**config.mk**
```make
export PLATFORM = sky130hd
export DESIGN_NAME = taylor_sine_series_core
export DESIGN_NICKNAME = d
export VERILOG_FILES = /design/src/hw/rtl/tss_pkg.sv /design/src/hw/rtl/taylor_sine_series_core.sv /design/src/hw/rtl/tss_datapath.sv /design/src/hw/rtl/tss_ctrl.sv
export SDC_FILE = /design/constraint.sdc
export NUM_CORES = 2
export LEC_CHECK = 0
export BUFFER_PORTS_ARGS = -buffer_cell sky130_fd_sc_hd__clkbuf_2
export CAP_MARGIN = 20
export CORE_MARGIN = 3
export CORE_UTILIZATION = 60
export CTS_BUF_LIST = sky130_fd_sc_hd__clkbuf_2
export DETAILED_ROUTE_END_ITERATION = 6
export PLACE_DENSITY = 0.75
export REMOVE_ABC_BUFFERS = 1
export SYNTH_ARGS = -nofsm -noshare
export SYNTH_HDL_FRONTEND = slang
export SYNTH_SLANG_ARGS = --single-unit
```
**constraint.sdc**
```tcl
create_clock -name clk -period 23.6 [get_ports clk]
set_clock_uncertainty 0.1 [all_clocks]
set_input_delay 1.18 -clock clk [delete_from_list [all_inputs] [get_ports clk]]
set_output_delay 1.18 -clock clk [all_outputs]
set_load 0.02 [all_outputs]
```
**src/hw/rtl/tss_pkg.sv**
```systemverilog
// shared types, constants and the reciprocal table of the taylor sine series core
package tss_pkg;

  localparam int FRAC_BITS  = 13;
  localparam int GUARD_BITS = 8;
  localparam int MAX_ORDER  = 7;
  localparam int REC_BITS   = 30;

  localparam int ANGLE_W = 16;
  localparam int ORDER_W = 3;
  localparam int SINE_W  = 20;

  localparam int TERM_FRAC = FRAC_BITS + GUARD_BITS;
  localparam int MAG_W     = TERM_FRAC + 24;
  localparam int UA_W      = ANGLE_W;
  localparam int X2_W      = 2 * UA_W - 1;
  localparam int CHUNK_W   = 23;
  localparam int OPB_W     = X2_W;
  localparam int PROD_W    = CHUNK_W + OPB_W;
  localparam int ACC_W     = MAG_W + OPB_W + 1;
  localparam int SUM_W     = MAG_W + 5;
  localparam int IDX_W     = 3;
  localparam int X2_SHIFT  = 2 * FRAC_BITS;

  localparam logic [SINE_W-1:0] SINE_MAX = {1'b0, {(SINE_W-1){1'b1}}};

  // round(2^30 / ((2i+2)(2i+3)))
  localparam logic [REC_BITS-1:0] RECIP [MAX_ORDER] = '{
    30'd178956971,
    30'd53687091,
    30'd25565282,
    30'd14913081,
    30'd9761289,
    30'd6882960,
    30'd5113056
  };

  typedef struct packed {
    logic signed [ANGLE_W-1:0] angle;
    logic [ORDER_W-1:0]        order;
  } req_t;

  typedef struct packed {
    logic signed [SINE_W-1:0] sine;
    logic                     overflow;
  } res_t;

  typedef struct packed {
    logic load;
    logic mul_lo;
    logic mul_hi;
    logic acc_add;
    logic round;
    logic use_recip;
    logic sum_upd;
    logic finish;
  } cmd_t;

  typedef struct packed {
    logic order_zero;
    logic last_term;
  } status_t;

endpackage

```
**src/hw/rtl/taylor_sine_series_core.sv**
```systemverilog
// top level of the taylor sine series core: controller plus datapath
// a request runs n terms, n = order clamped to MAX_ORDER; no new request is taken until it is done
// each term runs two multiplies on one shared 23x31 multiplier (two partial products, add,
//   round) plus a step for the running sum
// reset: synchronous, clears the controller and the result valid; no other state
module taylor_sine_series_core (
  input  logic          clk,
  input  logic          rst,
  // request channel
  input  logic          req_valid,
  output logic          req_stall,
  input  tss_pkg::req_t req,
  // result channel
  output logic          res_valid,
  input  logic          res_stall,
  output tss_pkg::res_t res
);
  import tss_pkg::*;

  // command and status between the sequencer and the datapath
  cmd_t    cmd;
  status_t status;

  // sequencer: one request at a time, result held in the output register
  // so the next request is taken while the result waits
  tss_ctrl u_ctrl (
    .clk       (clk),
    .rst       (rst),
    .req_valid (req_valid),
    .req_stall (req_stall),
    .res_valid (res_valid),
    .res_stall (res_stall),
    .status    (status),
    .cmd       (cmd)
  );

  // datapath: term recurrence, rounding, running sum and output register
  tss_datapath u_datapath (
    .clk    (clk),
    .cmd    (cmd),
    .req    (req),
    .status (status),
    .res    (res)
  );

endmodule

```
**src/hw/rtl/tss_datapath.sv**
```systemverilog
// datapath of the taylor sine series core: shared multiplier, rounding and running sum
module tss_datapath (
  input  logic             clk,
  input  tss_pkg::cmd_t    cmd,
  input  tss_pkg::req_t    req,
  output tss_pkg::status_t status,
  output tss_pkg::res_t    res
);
  import tss_pkg::*;

  logic                    neg;
  logic [MAG_W-1:0]        mag;
  logic [X2_W-1:0]         x2;
  logic signed [SUM_W-1:0] sum;
  logic [IDX_W-1:0]        n;
  logic [IDX_W-1:0]        idx;
  logic                    ovf;
  logic [PROD_W-1:0]       prod;
  logic [ACC_W-1:0]        acc;

  logic [UA_W-1:0]         ua;
  logic [CHUNK_W-1:0]      op_a;
  logic [OPB_W-1:0]        op_b;
  logic [ACC_W-1:0]        rnd_sum;
  logic [ACC_W-1:0]        rnd_sh;
  logic                    rnd_clamp;
  logic signed [SUM_W-1:0] mag_ext;
  logic [SUM_W-1:0]        us;
  logic [SUM_W-1:0]        us_rnd;
  logic                    sat;
  logic [SINE_W-1:0]       r_mag;
  logic [SINE_W-1:0]       sine_next;

  assign ua = req.angle[ANGLE_W-1] ? UA_W'(-req.angle) : UA_W'(req.angle);

  assign status.order_zero = (req.order == '0);
  assign status.last_term  = (IDX_W'(idx + 1'b1) == n);

  // operand select for the shared multiplier
  assign op_a = cmd.mul_hi ? CHUNK_W'(mag[MAG_W-1:CHUNK_W]) : mag[CHUNK_W-1:0];
  assign op_b = cmd.use_recip ? OPB_W'(RECIP[idx]) : x2;

  // round half up on the magnitude, clamp to the term limit
  always_comb begin
    if (cmd.use_recip) begin
      rnd_sum = acc + (ACC_W'(1) << (REC_BITS - 1));
      rnd_sh  = rnd_sum >> REC_BITS;
    end else begin
      rnd_sum = acc + (ACC_W'(1) << (X2_SHIFT - 1));
      rnd_sh  = rnd_sum >> X2_SHIFT;
    end
    rnd_clamp = |rnd_sh[ACC_W-1:MAG_W];
  end

  assign mag_ext = SUM_W'(mag);

  // final rounding to the output format with saturation
  always_comb begin
    us     = sum[SUM_W-1] ? SUM_W'(-sum) : SUM_W'(sum);
    us_rnd = (us + (SUM_W'(1) << (GUARD_BITS - 1))) >> GUARD_BITS;
    if (!sum[SUM_W-1] && us_rnd > SUM_W'(SINE_MAX)) begin
      sat   = 1'b1;
      r_mag = SINE_MAX;
    end else if (sum[SUM_W-1] && us_rnd > SUM_W'(SINE_MAX) + SUM_W'(1)) begin
      sat   = 1'b1;
      r_mag = SINE_MAX + SINE_W'(1);
    end else begin
      sat   = 1'b0;
      r_mag = us_rnd[SINE_W-1:0];
    end
    sine_next = sum[SUM_W-1] ? SINE_W'(-r_mag) : r_mag;
  end

  always_ff @(posedge clk) begin
    if (cmd.load) begin
      neg <= req.angle[ANGLE_W-1];
      mag <= MAG_W'({ua, {GUARD_BITS{1'b0}}});
      x2  <= X2_W'(ua) * X2_W'(ua);
      sum <= req.angle[ANGLE_W-1] ? -SUM_W'({ua, {GUARD_BITS{1'b0}}})
                                  : SUM_W'({ua, {GUARD_BITS{1'b0}}});
      n   <= (req.order > IDX_W'(MAX_ORDER)) ? IDX_W'(MAX_ORDER) : req.order;
      idx <= '0;
      ovf <= 1'b0;
    end
    if (cmd.mul_lo || cmd.mul_hi) begin
      prod <= op_a * op_b;
    end
    if (cmd.mul_hi) begin
      acc <= ACC_W'(prod);
    end
    if (cmd.acc_add) begin
      acc <= acc + (ACC_W'(prod) << CHUNK_W);
    end
    if (cmd.round) begin
      mag <= rnd_clamp ? {MAG_W{1'b1}} : rnd_sh[MAG_W-1:0];
      ovf <= ovf | rnd_clamp;
    end
    if (cmd.sum_upd) begin
      neg <= ~neg;
      sum <= neg ? sum + mag_ext : sum - mag_ext;
      idx <= idx + 1'b1;
    end
    if (cmd.finish) begin
      res.sine     <= sine_next;
      res.overflow <= ovf | sat;
    end
  end

endmodule

```
**src/hw/rtl/tss_ctrl.sv**
```systemverilog
// controller of the taylor sine series core: term sequencing and handshakes
module tss_ctrl (
  input  logic             clk,
  input  logic             rst,
  input  logic             req_valid,
  output logic             req_stall,
  output logic             res_valid,
  input  logic             res_stall,
  input  tss_pkg::status_t status,
  output tss_pkg::cmd_t    cmd
);
  import tss_pkg::*;

  typedef enum logic [2:0] {
    S_IDLE,
    S_MLO,
    S_MHI,
    S_MACC,
    S_RND,
    S_SUM,
    S_FIN
  } state_t;

  state_t state;
  logic   recip_phase;
  logic   fin_go;

  assign req_stall = (state != S_IDLE);
  assign fin_go    = (state == S_FIN) && (!res_valid || !res_stall);

  always_comb begin
    cmd           = '0;
    cmd.use_recip = recip_phase;
    case (state)
      S_IDLE: cmd.load    = req_valid;
      S_MLO:  cmd.mul_lo  = 1'b1;
      S_MHI:  cmd.mul_hi  = 1'b1;
      S_MACC: cmd.acc_add = 1'b1;
      S_RND:  cmd.round   = 1'b1;
      S_SUM:  cmd.sum_upd = 1'b1;
      S_FIN:  cmd.finish  = fin_go;
      default: cmd = '0;
    endcase
  end

  always_ff @(posedge clk) begin
    if (rst) begin
      state       <= S_IDLE;
      recip_phase <= 1'b0;
      res_valid   <= 1'b0;
    end else begin
      if (fin_go) begin
        res_valid <= 1'b1;
      end else if (!res_stall) begin
        res_valid <= 1'b0;
      end
      case (state)
        S_IDLE: begin
          recip_phase <= 1'b0;
          if (req_valid) begin
            state <= status.order_zero ? S_FIN : S_MLO;
          end
        end
        S_MLO:  state <= S_MHI;
        S_MHI:  state <= S_MACC;
        S_MACC: state <= S_RND;
        S_RND: begin
          if (!recip_phase) begin
            recip_phase <= 1'b1;
            state       <= S_MLO;
          end else begin
            state <= S_SUM;
          end
        end
        S_SUM: begin
          recip_phase <= 1'b0;
          state       <= status.last_term ? S_FIN : S_MLO;
        end
        S_FIN: begin
          if (fin_go) begin
            state <= S_IDLE;
          end
        end
        default: state <= S_IDLE;
      endcase
    end
  end

endmodule

```
==> metrics.cfg <==
[clocking]
cts_tree=built
worstSkewPairLatency_ns=1.12
clock-sinks=267
clk_path_buf_depth=3
post_cts_buffers=0
post_cts_hold_buffer_count=0
cts_root_buffer=clkbuf_2
cts-resized-gates=0
clk_pin_slew_ns=0.14
cts_buffers=74
htree_levels=3

[synth]
async_flop_share_pct=0
yosys.area.top_type_share_pct=30.0
synth_flop_cell=edfxtp_1
synthTopCellsByCount=919 x inv_1, 772 x fa_1, 753 x nand2_1
synthTopCellsByArea=fa_1 30%, edfxtp_1 15%, ha_1 9.5%
ys_types=96
ys_seq_area_share_pct=15.4
synth-seq-cells=267
syn_inst=5991
netlist_area_mm2=0.0516
yosysMostFrequentCell=inv_1
post-synth-top-area-cell=fa_1
syn_area_per_cell_um2=8.61
synth_edf_count=262
yosys_warnings=0

[global_routing]
grt_pass1_wl_um=242000
grt_start_max_net_pins=73
grt_pass1_vias=43224
grtUsageTotal_pct=35.0
grt_overflow_total=0
antenna_found_initial=3

[timing]
setup_violations=0
finalHoldViolCount=0
worst_pin_slew_ns=1.27
drv_slew=0
fmax_mhz=90.6
layout_min_cycle_time_ns=11.04
setup_tns_ns=0
rsz0062_at_grt=false
timing.slew.headroom_pct=15.3
period_share_pct=46.8

[worst_setup_path]
worst_setup_path_end_kind=flop
worst_ep_required_time_ns=24.29
cp_max_fo=57
crit_top_cell=fa_1
cp-startpoint=u_ctrl.state[1]
crit_path_start_kind=flop
crit_type=reg -> reg
crit_slowest_cell=a211oi_1
r2r-start=u_ctrl.state[1]
cpPeakStageDelay_ns=0.70
critPathArrivalTime_ns=11.72

[finish]
fillers=7262
syn_to_final_growth_pct=4.46
layout.nets=7145
multiInputGateArea_mm2=0.0393
final_layout_size_suffix_gt1_share_pct=5.80
regArea_mm2=0.00797

[detailed_routing]
avgRoutedWirePerCell_um=21.6
firstDrtPassIters=6
vias_per_cell=6.07
wl_um=155000
ant_nets=0
dr_total_vias=43431
drtIter0Drc=4260
drc=0

[die]
die_w_um=299
initial_utilization_pct=61.2
die_h_um=299
coreArea_mm2=0.0844
pin_count=46
die_area_mm2=0.0895
std_cell_rows=106

[place]
globalplace.congestion=0.994
port_buffers=45
hpwl_um=121000

[run_status]
status=finished clean

[flow_run]
maxCapViolCount=0

[min_path]
min_path_type=in -> reg
hold_start=req[2]

[final timing paths]
check | end | slack [ns] | cells after the start
setup reg to reg | u_datapath.prod[53] | 12.56 | 35
hold / removal | u_datapath.n[2] | 0.18 | 1
setup / recovery | u_datapath.prod[53] | 12.56 | 35
hold reg to reg | u_ctrl.res_valid | 0.44 | 2
[state kept, by name (all words and copies together), names as in the netlist, 3 cells and up]
signal and cells:
u_datapath.prod 54, u_datapath.idx 3, u_datapath.acc 54, u_ctrl.state 3, u_datapath.x2 30, u_datapath.sum 50
u_datapath.mag 45, u_datapath.n 3, u_datapath.res 21
[metal layers]
metal | vias up | global-route usage (%) | routed length, µm
met5 | - | 0 | 0
met4 | 0 | 17.8 | 9480
met3 | 513 | 8.22 | 17200
met2 | 2183 | 53.7 | 68100
met1 | 21211 | 46.7 | 60100
li1 | 19524 | - | -
[layout make-up]
class,instances,area share [%]
Antenna cell,5,0.0232
Timing Repair Buffer,139,1.74
Tap cell,1134,2.63
Inverter,928,6.46
Multi-Input combinational cell,4550,73.0
Sequential cell,267,14.8
Clock inverter,32,0.439
Clock buffer,103,0.957
[placed cells by master, fill, tap and decap left out, types with 21 or more instances in the layout]
cell type and instances:
inv_1 919, fa_1 772, nand2_1 749, nor2_1 648
ha_1 390, a21oi_1 293, edfxtp_1 262, o21ai_0 232
xnor2_1 199, xor2_1 173, clkbuf_2 148, nand3_1 93
buf_4 93, nor3_1 89, a21o_1 78, o21a_1 60
or3_1 51, nand2b_1 51, and2_1 43, nand4_1 41
and3_1 39, a31oi_1 39, o31ai_1 37, nor2b_1 30
nor4_1 29, clkinv_1 28, o21bai_1 27, a211oi_1 26
mux2_2 21, mux2i_1 21
[per-stage QoR]
| step | hold WS, ns | utilization (%) | instances | cell area (µm²) | setup slack, ns |
|---|---|---|---|---|---|
| after floorplan | 0.378 | - | 5745 | 50600 | 10.07 |
| after global placement | 0.422 | 62.9 | 7015 | 53100 | 12.53 |
| after detailed placement | 0.431 | 63.0 | 7016 | 53100 | 12.32 |
| after CTS | 0.0927 | 63.8 | 7151 | 53900 | 12.25 |
| after global routing | 0.0874 | 63.9 | 7157 | 53900 | 12.03 |
| final | 0.183 | 63.9 | 7158 | 53900 | 12.56 |
[worst max-delay path: cells and delay by family, from the launching register on]
kind                     cells  cell delay [ns]
AND/OR/NAND/NOR              7             1.29
AO/OA/AOI/OAI               11             2.98
flip-flops                   1             0.68
adder cells (fa/ha/maj)      8             3.98
buffers and inverters        9             1.67
[cells by family (layout without fill, tap and decap cells)]
family	count (synthesis)	after routing	synth area share, %
DFF	267	267	15.4
and+or+nand+nor	1973	1973	17.2
adders and majority gates	1163	1163	39.4
xor gates and xnor gates	372	372	6.32
muxes	50	50	1.05
AOI/OAI and AO/OA	980	980	11.9
buffers and inverters	1184	1202	8.66
other	2	17	0.0146
Power is not shown: default switching activity piles up to over one toggle a cycle in this logic, so the estimate is an artifact.
